[src/hdl/irpd_pkg.sv]
// Shared types, constants and window arithmetic for the IR pulse-distance decoder.
package irpd_pkg;

  localparam int TICK_US_DEF   = 50;
  localparam int CODE_BITS_DEF = 32;

  // Nominal durations in microseconds.
  localparam int TW = 13;
  localparam logic [TW-1:0] HDR_MARK_US   = 13'd6700;
  localparam logic [TW-1:0] BIT_MARK_US   = 13'd845;
  localparam logic [TW-1:0] ZERO_SPACE_US = 13'd838;
  localparam logic [TW-1:0] ONE_SPACE_US  = 13'd3360;

  localparam logic [5:0] TOL_RESET    = 6'd25;
  localparam logic [7:0] EXCESS_RESET = 8'd100;

  // Configuration register indexes.
  localparam logic REG_TOLERANCE = 1'b0;
  localparam logic REG_EXCESS    = 1'b1;

  // Width of a scaled window bound, target times (100 +/- tolerance).
  localparam int XW = 21;

  typedef struct packed {
    logic [XW-1:0] lo_x;
    logic [XW-1:0] hi_x;
  } win_t;

  typedef struct packed {
    win_t hdr;
    win_t bmark;
    win_t one;
    win_t zero;
  } win_set_t;

  typedef struct packed {
    logic first;
    logic last;
    logic dur_zero;
  } item_flags_t;

  // Bounds are scaled by 100 (tolerance in percent), so the datapath compares them
  // against the duration times 100*TICK_US instead of dividing.
  function automatic win_t win_calc(input logic [TW-1:0] desired, input logic [7:0] excess,
                                    input logic [5:0] tol, input logic is_mark);
    logic [TW-1:0] target;
    logic [7:0]    lo_f;
    logic [7:0]    hi_f;
    win_t          w;
    target = is_mark ? (desired + TW'(excess)) : (desired - TW'(excess));
    lo_f   = 8'd100 - 8'(tol);
    hi_f   = 8'd100 + 8'(tol);
    w.lo_x = XW'(target) * XW'(lo_f);
    w.hi_x = XW'(target) * XW'(hi_f);
    return w;
  endfunction

  function automatic win_set_t win_set_calc(input logic [7:0] excess, input logic [5:0] tol);
    win_set_t s;
    s.hdr   = win_calc(HDR_MARK_US, excess, tol, 1'b1);
    s.bmark = win_calc(BIT_MARK_US, excess, tol, 1'b1);
    s.one   = win_calc(ONE_SPACE_US, excess, tol, 1'b0);
    s.zero  = win_calc(ZERO_SPACE_US, excess, tol, 1'b0);
    return s;
  endfunction

endpackage

[src/hdl/irpd_cfg.sv]
// Configuration registers and the scaled match windows derived from them.
module irpd_cfg (
  input  logic                clk,
  input  logic                rst_n,
  input  logic                cfg_we,
  input  logic                cfg_addr,
  input  logic [7:0]          cfg_wdata,
  output irpd_pkg::win_set_t  win
);

  logic [5:0]         tol_r, tol_nxt;
  logic [7:0]         exc_r, exc_nxt;
  irpd_pkg::win_set_t win_r, win_nxt;

  always_comb begin
    tol_nxt = tol_r;
    exc_nxt = exc_r;
    if (cfg_we) begin
      case (cfg_addr)
        irpd_pkg::REG_TOLERANCE: tol_nxt = cfg_wdata[5:0];
        irpd_pkg::REG_EXCESS:    exc_nxt = cfg_wdata;
        default: ;
      endcase
    end
    // Windows are refreshed in the same edge as the register write.
    win_nxt = irpd_pkg::win_set_calc(exc_nxt, tol_nxt);
  end

  always_ff @(posedge clk) begin
    if (!rst_n) begin
      tol_r <= irpd_pkg::TOL_RESET;
      exc_r <= irpd_pkg::EXCESS_RESET;
      win_r <= irpd_pkg::win_set_calc(irpd_pkg::EXCESS_RESET, irpd_pkg::TOL_RESET);
    end else begin
      tol_r <= tol_nxt;
      exc_r <= exc_nxt;
      win_r <= win_nxt;
    end
  end

  assign win = win_r;

endmodule

[src/hdl/irpd_front.sv]
// Front end: flags an incoming duration and forms its scaled products.
module irpd_front #(
  parameter int TICK_US = irpd_pkg::TICK_US_DEF,
  parameter int PW      = 17 + $clog2(100 * TICK_US + 1)
) (
  input  logic [15:0]          dur,
  input  logic                 first,
  input  logic                 last,
  output logic [PW-1:0]        p_inc,
  output logic [PW-1:0]        p_dec,
  output irpd_pkg::item_flags_t flags
);

  localparam int Div = 100 * TICK_US;

  // d >= floor(X/Div) holds exactly when (d+1)*Div > X, and
  // d <= floor(X/Div)+1 holds exactly when d is zero or (d-1)*Div <= X.
  assign p_inc = (PW'(dur) + PW'(1)) * PW'(Div);
  assign p_dec = (PW'(dur) - PW'(1)) * PW'(Div);

  assign flags.first    = first;
  assign flags.last     = last;
  assign flags.dur_zero = (dur == 16'd0);

endmodule

[src/hdl/irpd_queue.sv]
// Two-entry queue between the front end and the decoding back end.
module irpd_queue #(
  parameter int W = 8
) (
  input  logic         clk,
  input  logic         rst_n,
  input  logic         push,
  input  logic [W-1:0] wdata,
  output logic         full,
  input  logic         pop,
  output logic         rvalid,
  output logic [W-1:0] rdata
);

  logic [W-1:0] mem_r [2];
  logic         wptr_r, wptr_nxt;
  logic         rptr_r, rptr_nxt;
  logic [1:0]   cnt_r, cnt_nxt;

  always_comb begin
    wptr_nxt = wptr_r ^ push;
    rptr_nxt = rptr_r ^ pop;
    cnt_nxt  = cnt_r + 2'(push) - 2'(pop);
  end

  always_ff @(posedge clk) begin
    if (!rst_n) begin
      wptr_r <= 1'b0;
      rptr_r <= 1'b0;
      cnt_r  <= 2'd0;
    end else begin
      wptr_r <= wptr_nxt;
      rptr_r <= rptr_nxt;
      cnt_r  <= cnt_nxt;
    end
  end

  always_ff @(posedge clk) begin
    if (push) begin
      mem_r[wptr_r] <= wdata;
    end
  end

  assign full   = cnt_r[1];
  assign rvalid = (cnt_r != 2'd0);
  assign rdata  = mem_r[rptr_r];

endmodule

[src/hdl/irpd_back.sv]
// Back end: capture sequencer, bit shifter and the result register.
module irpd_back #(
  parameter int TICK_US   = irpd_pkg::TICK_US_DEF,
  parameter int CODE_BITS = irpd_pkg::CODE_BITS_DEF,
  parameter int PW        = 17 + $clog2(100 * TICK_US + 1)
) (
  input  logic                  clk,
  input  logic                  rst_n,
  input  irpd_pkg::win_set_t    win,
  input  logic                  q_valid,
  input  logic [PW-1:0]         p_inc,
  input  logic [PW-1:0]         p_dec,
  input  irpd_pkg::item_flags_t flags,
  output logic                  pop,
  output logic                  out_tvalid,
  input  logic                  out_tready,
  output logic [31:0]           out_tdata,
  output logic                  out_tuser
);

  localparam int PHW = $clog2(2 * CODE_BITS + 1);

  logic [PHW-1:0]       phase_r, phase_nxt;
  logic [CODE_BITS-1:0] shift_r, shift_nxt;
  logic                 done_r, done_nxt;
  logic                 ov_r, ov_nxt;
  logic                 ok_r;
  logic [31:0]          code_r;
  logic                 emit, emit_ok;
  logic                 hdr_m, bit_m, one_m, zero_m;

  function automatic logic in_win(input logic [PW-1:0] pi, input logic [PW-1:0] pd,
                                  input logic dz, input irpd_pkg::win_t w);
    return (PW'(w.lo_x) < pi) && (dz || (pd <= PW'(w.hi_x)));
  endfunction

  assign hdr_m  = in_win(p_inc, p_dec, flags.dur_zero, win.hdr);
  assign bit_m  = in_win(p_inc, p_dec, flags.dur_zero, win.bmark);
  assign one_m  = in_win(p_inc, p_dec, flags.dur_zero, win.one);
  assign zero_m = in_win(p_inc, p_dec, flags.dur_zero, win.zero);

  assign pop = q_valid && (!ov_r || out_tready);

  always_comb begin
    logic fail;
    logic succ;
    phase_nxt = phase_r;
    shift_nxt = shift_r;
    done_nxt  = done_r;
    emit      = 1'b0;
    emit_ok   = 1'b0;
    fail      = 1'b0;
    succ      = 1'b0;
    if (pop) begin
      if (flags.first) begin
        // A leading gap restarts the capture; if it is also the last item,
        // the capture fails on the spot.
        phase_nxt = '0;
        shift_nxt = '0;
        done_nxt  = flags.last;
        emit      = flags.last;
      end else if (!done_r) begin
        if (phase_r == '0) begin
          fail = !hdr_m;
        end else if (phase_r[0]) begin
          if (one_m) begin
            shift_nxt = (shift_r << 1) | CODE_BITS'(1);
          end else if (zero_m) begin
            shift_nxt = shift_r << 1;
          end else begin
            fail = 1'b1;
          end
        end else begin
          if (!bit_m) begin
            fail = 1'b1;
          end else if (phase_r >= PHW'(2 * CODE_BITS)) begin
            succ = 1'b1;
          end
        end
        if (fail || succ) begin
          emit     = 1'b1;
          emit_ok  = succ;
          done_nxt = 1'b1;
        end else begin
          phase_nxt = phase_r + PHW'(1);
          if (flags.last) begin
            emit     = 1'b1;
            done_nxt = 1'b1;
          end
        end
      end
    end
    ov_nxt = ov_r;
    if (!ov_r || out_tready) begin
      ov_nxt = emit;
    end
  end

  always_ff @(posedge clk) begin
    if (!rst_n) begin
      phase_r <= '0;
      shift_r <= '0;
      done_r  <= 1'b1;
      ov_r    <= 1'b0;
    end else begin
      phase_r <= phase_nxt;
      shift_r <= shift_nxt;
      done_r  <= done_nxt;
      ov_r    <= ov_nxt;
    end
  end

  always_ff @(posedge clk) begin
    if (emit) begin
      ok_r   <= emit_ok;
      code_r <= emit_ok ? 32'(shift_r) : 32'd0;
    end
  end

  assign out_tvalid = ov_r;
  assign out_tdata  = code_r;
  assign out_tuser  = ok_r;

  a_fail_code_zero: assert property (@(posedge clk) disable iff (!rst_n)
    (ov_r && !ok_r) |-> (code_r == 32'd0))
    else $error("rejected capture carries a nonzero code");

  a_result_ends_capture: assert property (@(posedge clk) disable iff (!rst_n)
    emit |=> done_r)
    else $error("capture still open after its result");

  a_restart_clears: assert property (@(posedge clk) disable iff (!rst_n)
    (pop && flags.first && !flags.last) |=> (phase_r == '0 && shift_r == '0 && !done_r))
    else $error("leading gap did not restart the capture");

  a_no_overwrite: assert property (@(posedge clk) disable iff (!rst_n)
    (ov_r && !out_tready) |-> !emit)
    else $error("result produced while the output register is stalled");

endmodule

[src/hdl/ir_pulse_distance_decoder.sv]
// A result appears on out_* after the input transaction that completes the capture, which
// passes through a queue entry and then the result register.
// Throughput: one input transaction per cycle while out_* is not stalled, set by the
// window compare and sequencer step in the back end; the two-entry queue absorbs stalls.
// Reset (rst_n low, synchronous): tolerance 25 percent, mark excess 100us,
// decoder idle until a leading gap, queue and result register empty.
module ir_pulse_distance_decoder #(
  parameter int TICK_US   = irpd_pkg::TICK_US_DEF,
  parameter int CODE_BITS = irpd_pkg::CODE_BITS_DEF
) (
  input  logic        clk,
  input  logic        rst_n,
  input  logic        cfg_we,
  input  logic        cfg_addr,
  input  logic [7:0]  cfg_wdata,
  input  logic        in_tvalid,
  output logic        in_tready,
  input  logic [15:0] in_tdata,   // [15:0] duration_ticks
  input  logic        in_tuser,   // [0] first_entry
  input  logic        in_tlast,   // last_entry
  output logic        out_tvalid,
  input  logic        out_tready,
  output logic [31:0] out_tdata,  // [31:0] code_value
  output logic        out_tuser   // [0] decoded_ok
);

  localparam int PW = 17 + $clog2(100 * TICK_US + 1);
  localparam int QW = 2 * PW + $bits(irpd_pkg::item_flags_t);

  irpd_pkg::win_set_t    win;
  logic [PW-1:0]         f_inc, f_dec, b_inc, b_dec;
  irpd_pkg::item_flags_t f_flags, b_flags;
  logic                  q_full, q_valid, pop;
  logic [QW-1:0]         q_rdata;

  irpd_cfg u_cfg (
    .clk       (clk),
    .rst_n     (rst_n),
    .cfg_we    (cfg_we),
    .cfg_addr  (cfg_addr),
    .cfg_wdata (cfg_wdata),
    .win       (win)
  );

  irpd_front #(.TICK_US(TICK_US), .PW(PW)) u_front (
    .dur   (in_tdata),
    .first (in_tuser),
    .last  (in_tlast),
    .p_inc (f_inc),
    .p_dec (f_dec),
    .flags (f_flags)
  );

  irpd_queue #(.W(QW)) u_queue (
    .clk    (clk),
    .rst_n  (rst_n),
    .push   (in_tvalid && in_tready),
    .wdata  ({f_inc, f_dec, f_flags}),
    .full   (q_full),
    .pop    (pop),
    .rvalid (q_valid),
    .rdata  (q_rdata)
  );

  assign in_tready = !q_full;
  assign {b_inc, b_dec, b_flags} = q_rdata;

  irpd_back #(.TICK_US(TICK_US), .CODE_BITS(CODE_BITS), .PW(PW)) u_back (
    .clk        (clk),
    .rst_n      (rst_n),
    .win        (win),
    .q_valid    (q_valid),
    .p_inc      (b_inc),
    .p_dec      (b_dec),
    .flags      (b_flags),
    .pop        (pop),
    .out_tvalid (out_tvalid),
    .out_tready (out_tready),
    .out_tdata  (out_tdata),
    .out_tuser  (out_tuser)
  );

endmodule
[config.mk]
export PLATFORM = sky130hd
export DESIGN_NAME = ir_pulse_distance_decoder
export DESIGN_NICKNAME = d
export VERILOG_FILES = /design/src/hdl/irpd_pkg.sv /design/src/hdl/irpd_cfg.sv /design/src/hdl/irpd_front.sv /design/src/hdl/irpd_queue.sv /design/src/hdl/irpd_back.sv /design/src/hdl/ir_pulse_distance_decoder.sv
export SDC_FILE = /design/constraint.sdc
export NUM_CORES = 2
export LEC_CHECK = 0
export BUFFER_PORTS_ARGS = -buffer_cell sky130_fd_sc_hd__buf_2
export CAP_MARGIN = 5
export CORE_MARGIN = 2
export CORE_UTILIZATION = 30
export DETAILED_ROUTE_END_ITERATION = 10
export PLACE_DENSITY = 0.47
export SKIP_CTS_REPAIR_TIMING = 1
export SYNTH_ARGS = -nofsm -noshare
export SYNTH_HDL_FRONTEND = slang
export SYNTH_SLANG_ARGS = --single-unit
[constraint.sdc]
create_clock -name clk -period 15.27 [get_ports clk]
set_input_delay 3.054 -clock clk [delete_from_list [all_inputs] [get_ports clk]]
set_output_delay 3.054 -clock clk [all_outputs]
set_load 0.01 [all_outputs]
==> impl_metrics.csv <==
group,metric,value,unit
sta,setup_viol,0,
die,rows,136,
sta,fin_ws,4962,ps
critical_path,r2r_slack,7800,ps
sta,hold_viol_final,0,
routing,wl,116.1,mm
placement,place_congestion,0.8685,
clock_tree,cts_root_buf,"clkbuf_16",
yosys,synthesis.nets,5689,
die,ios,67,
sta,finalClockSkew,20.53,ps
sta,maxSlewViolCount,0,
yosys,ys_seq_area_share,20.65,%
global_routing,grt_pass1_wl,184.8,mm
critical_path,arrival,10800,ps
global_routing,antenna_found_initial,1,
yosys,syn-instance-count,4541,
critical_path,startpoint_type,"input port",
placement,dp_hpwl,93.77,mm
flow_run,maxCapViolCount,0,
yosys,synth_edf_count,145,
global_routing,top_usage_layer,"met2",
clock_tree,cts_sinks,354,
placement,place_ws,4319,ps
clock_tree,clkTransAtPathRegs,60,ps
sta,max-slew-margin-rel,26.54,%
cells_and_area,drive_gt1_share,6.280,%
yosys,synth_area,41350,um2
sta,fmax,97.01,MHz
worst_hold_path,hold_class,"reg -> reg",
sta,worst_slew_pin_slew,1090,ps
sta,finalCritPeriodShare,67.50,%
clock_tree,numCtsBuffers,45,
global_routing,use_met2,28.94,%
worst_hold_path,whs_endpoint,"u_back.shift_r[31]",
critical_path,slowest_delay,790,ps
die,core,137200,um2
sta,min_period,10310,ps
routing,vias_per_cell,4.615,
sta,rsz0062_at_grt,"false",
routing,via_count,29750,
yosys,synthArstFlopShare,0,%
worst_hold_path,holdCritStartpoint,"u_back.shift_r[31]",
critical_path,crit_slowest_cell,"nor2b_1",
yosys,synth_ff_type,"dfxtp_1",
global_routing,met3_usage,1.912,%
clock_tree,cts_tree,"done",
status,status,"complete, no violations",
yosys,synth.avg_cell_area,9.106,um2
critical_path,cp_common_cell,"inv_1",
routing,routedWlPerCell,18.01,um
die,die_w,375.3,um
global_routing,grt_pass1_vias,31550,
routing,first_iter_violations,1567,
critical_path,crit_path_max_fanout,23,
die,initial_core_util,30.15,%
yosys,ys_types,71,
worst_hold_path,hold_depth,2,
global_routing,grt_max_degree,57,
critical_path,rr_endpoint,"u_cfg.win[123]",
clock_tree,clock_latency,630,ps
global_routing,gr-usage-met1,22.50,%
yosys,yosys_warnings,0,
cells_and_area,utilization,33.39,%
routing,drc,0,
critical_path,r2r_cells,21,
clock_tree,h-tree-depth,2,
critical_path,worstPathRequired,15760,ps
clock_tree,clockBufferDepth,3,
global_routing,grtUsageTotal,16.92,%
cells_and_area,seq_area,8539,um2
cells_and_area,fill_cells,14420,
placement,dp.cells,6360,
die,die_h,375.3,um
global_routing,overflow,0,
routing,postRouteAntennaNets,0,
placement,portBuffers,66,
cells_and_area,area_growth,10.77,%
die,die_area,140800,um2
critical_path,end_kind,"flip-flop",
critical_path,path_class,"in -> reg",
critical_path,r2r_start,"u_cfg.exc_r[0]",
cells_and_area,stdcell_count,6446,
sta,fin_tns_setup,0,ps
cells_and_area,final_nets,5761,
cells_and_area,multi_input_area,28870,um2
routing,drt_first_pass_iters,5,
yosys,ys_seq_elements,354,
[layer usage]
layer / vias to the layer above / routed length (um)
met4: 0 / 3302
li1: 14590 / -
met2: 472 / 55210
met3: 132 / 4220
met5: - / 0
met1: 14560 / 53380
[synthesized netlist by cell type (24+ instances only)]
| cell | count | share of area [%] |
|---|---|---|
| a211oi_1 | 26 | 0.47 |
| a21o_1 | 54 | 0.98 |
| a21oi_1 | 136 | 1.6 |
| and2_1 | 87 | 1.3 |
| and3_1 | 24 | 0.36 |
| clkbuf_1 | 95 | 0.86 |
| dfxtp_1 | 209 | 10 |
| edfxtp_1 | 145 | 11 |
| fa_1 | 467 | 23 |
| ha_1 | 649 | 20 |
| inv_1 | 972 | 8.8 |
| mux2i_1 | 70 | 1.7 |
| nand2_1 | 286 | 2.6 |
| nand2b_1 | 41 | 0.62 |
| nand3_1 | 57 | 0.69 |
| nor2_1 | 535 | 4.9 |
| nor2b_1 | 27 | 0.41 |
| nor3_1 | 55 | 0.67 |
| o21ai_0 | 94 | 1.1 |
| or3_1 | 24 | 0.36 |
| xnor2_1 | 143 | 3.0 |
| xor2_1 | 71 | 1.5 |
[logic make-up (layout without fill, tap and decap cells)]
family / count (synthesis) / count (layout) / synth area share [%]
other: 0 / 2 / 0
AND/OR/NAND/NOR: 1218 / 1218 / 13.28
XOR/XNOR: 214 / 214 / 4.533
multiplexers: 89 / 89 / 2.212
buffers and inverters: 1094 / 1203 / 10.01
flip-flops: 354 / 354 / 20.65
adder cells (fa/ha/maj): 1116 / 1116 / 42.25
AO/OA/AOI/OAI: 456 / 456 / 7.075
[worst max-delay path, delay by kind of cell]
kind / cells / cell delay, ps
AOI/OAI and AO/OA: 8 / 1640
xor gates and xnor gates: 1 / 140
adders and majority gates: 6 / 2350
buffers and inverters: 10 / 1650
muxes: 1 / 340
and+or+nand+nor: 4 / 1580
[final cells by class]
class	count	share of cell area [%]
Multi-Input combinational cell	3093	63.04
Clock buffer	54	2.576
Clock inverter	30	0.8414
Sequential cell	354	18.64
Tap cell	1794	4.901
Inverter	977	8.012
Timing Repair Buffer	142	1.972
Antenna cell	2	0.01093
[stage by stage]
step | hold WS, ps | area, um2
floorplan | 454.8 | 41350
finish | 490.8 | 45800
CTS | 497.6 | 45800
global placement | 470.9 | 44230
global route | 537.1 | 45800
detailed placement | 481.1 | 44230
[sequential cells by signal, indices dropped and copies added (netlist names), named ones only]
register / flops
u_cfg.tol_r: 6
u_queue.mem_r: 112
u_queue.rptr_r: 1
u_queue.cnt_r: 2
u_back.shift_r: 32
u_back.out_tvalid: 1
u_back.out_tuser: 1
u_back.out_tdata: 32
u_cfg.win: 149
u_queue.wptr_r: 1
u_back.phase_r: 7
u_back.done_r: 1
u_cfg.exc_r: 8
[layout by cell type (no fill, tap or decap), types with 55 or more instances in the layout]
master / count
inv_1: 972
dfxtp_1: 208
buf_2: 65
xor2_1: 67
nor2_1: 535
nor3_1: 55
ha_1: 647
edfxtp_1: 145
nand2_1: 286
a21oi_1: 134
and2_1: 87
xnor2_1: 134
nand3_1: 57
buf_4: 77
mux2i_1: 62
o21ai_0: 94
fa_1: 467
[worst max-delay path by stage]
stage | start | endpoint | slack [ps]
2_1_floorplan | cfg_we | u_cfg.win[123] | 5400
3_3_place_gp | cfg_we | u_cfg.win[123] | 4360
3_5_place_dp | cfg_addr | u_cfg.win[123] | 4320
5_1_grt | cfg_we | u_cfg.win[17] | 4420
4_1_cts | cfg_we | u_cfg.win[123] | 4970
6_report | cfg_we | u_cfg.win[123] | 4960
Power is left out: the tool's default activity adds up to more than one toggle a clock period on the data nets, which glitch-free logic cannot reach.
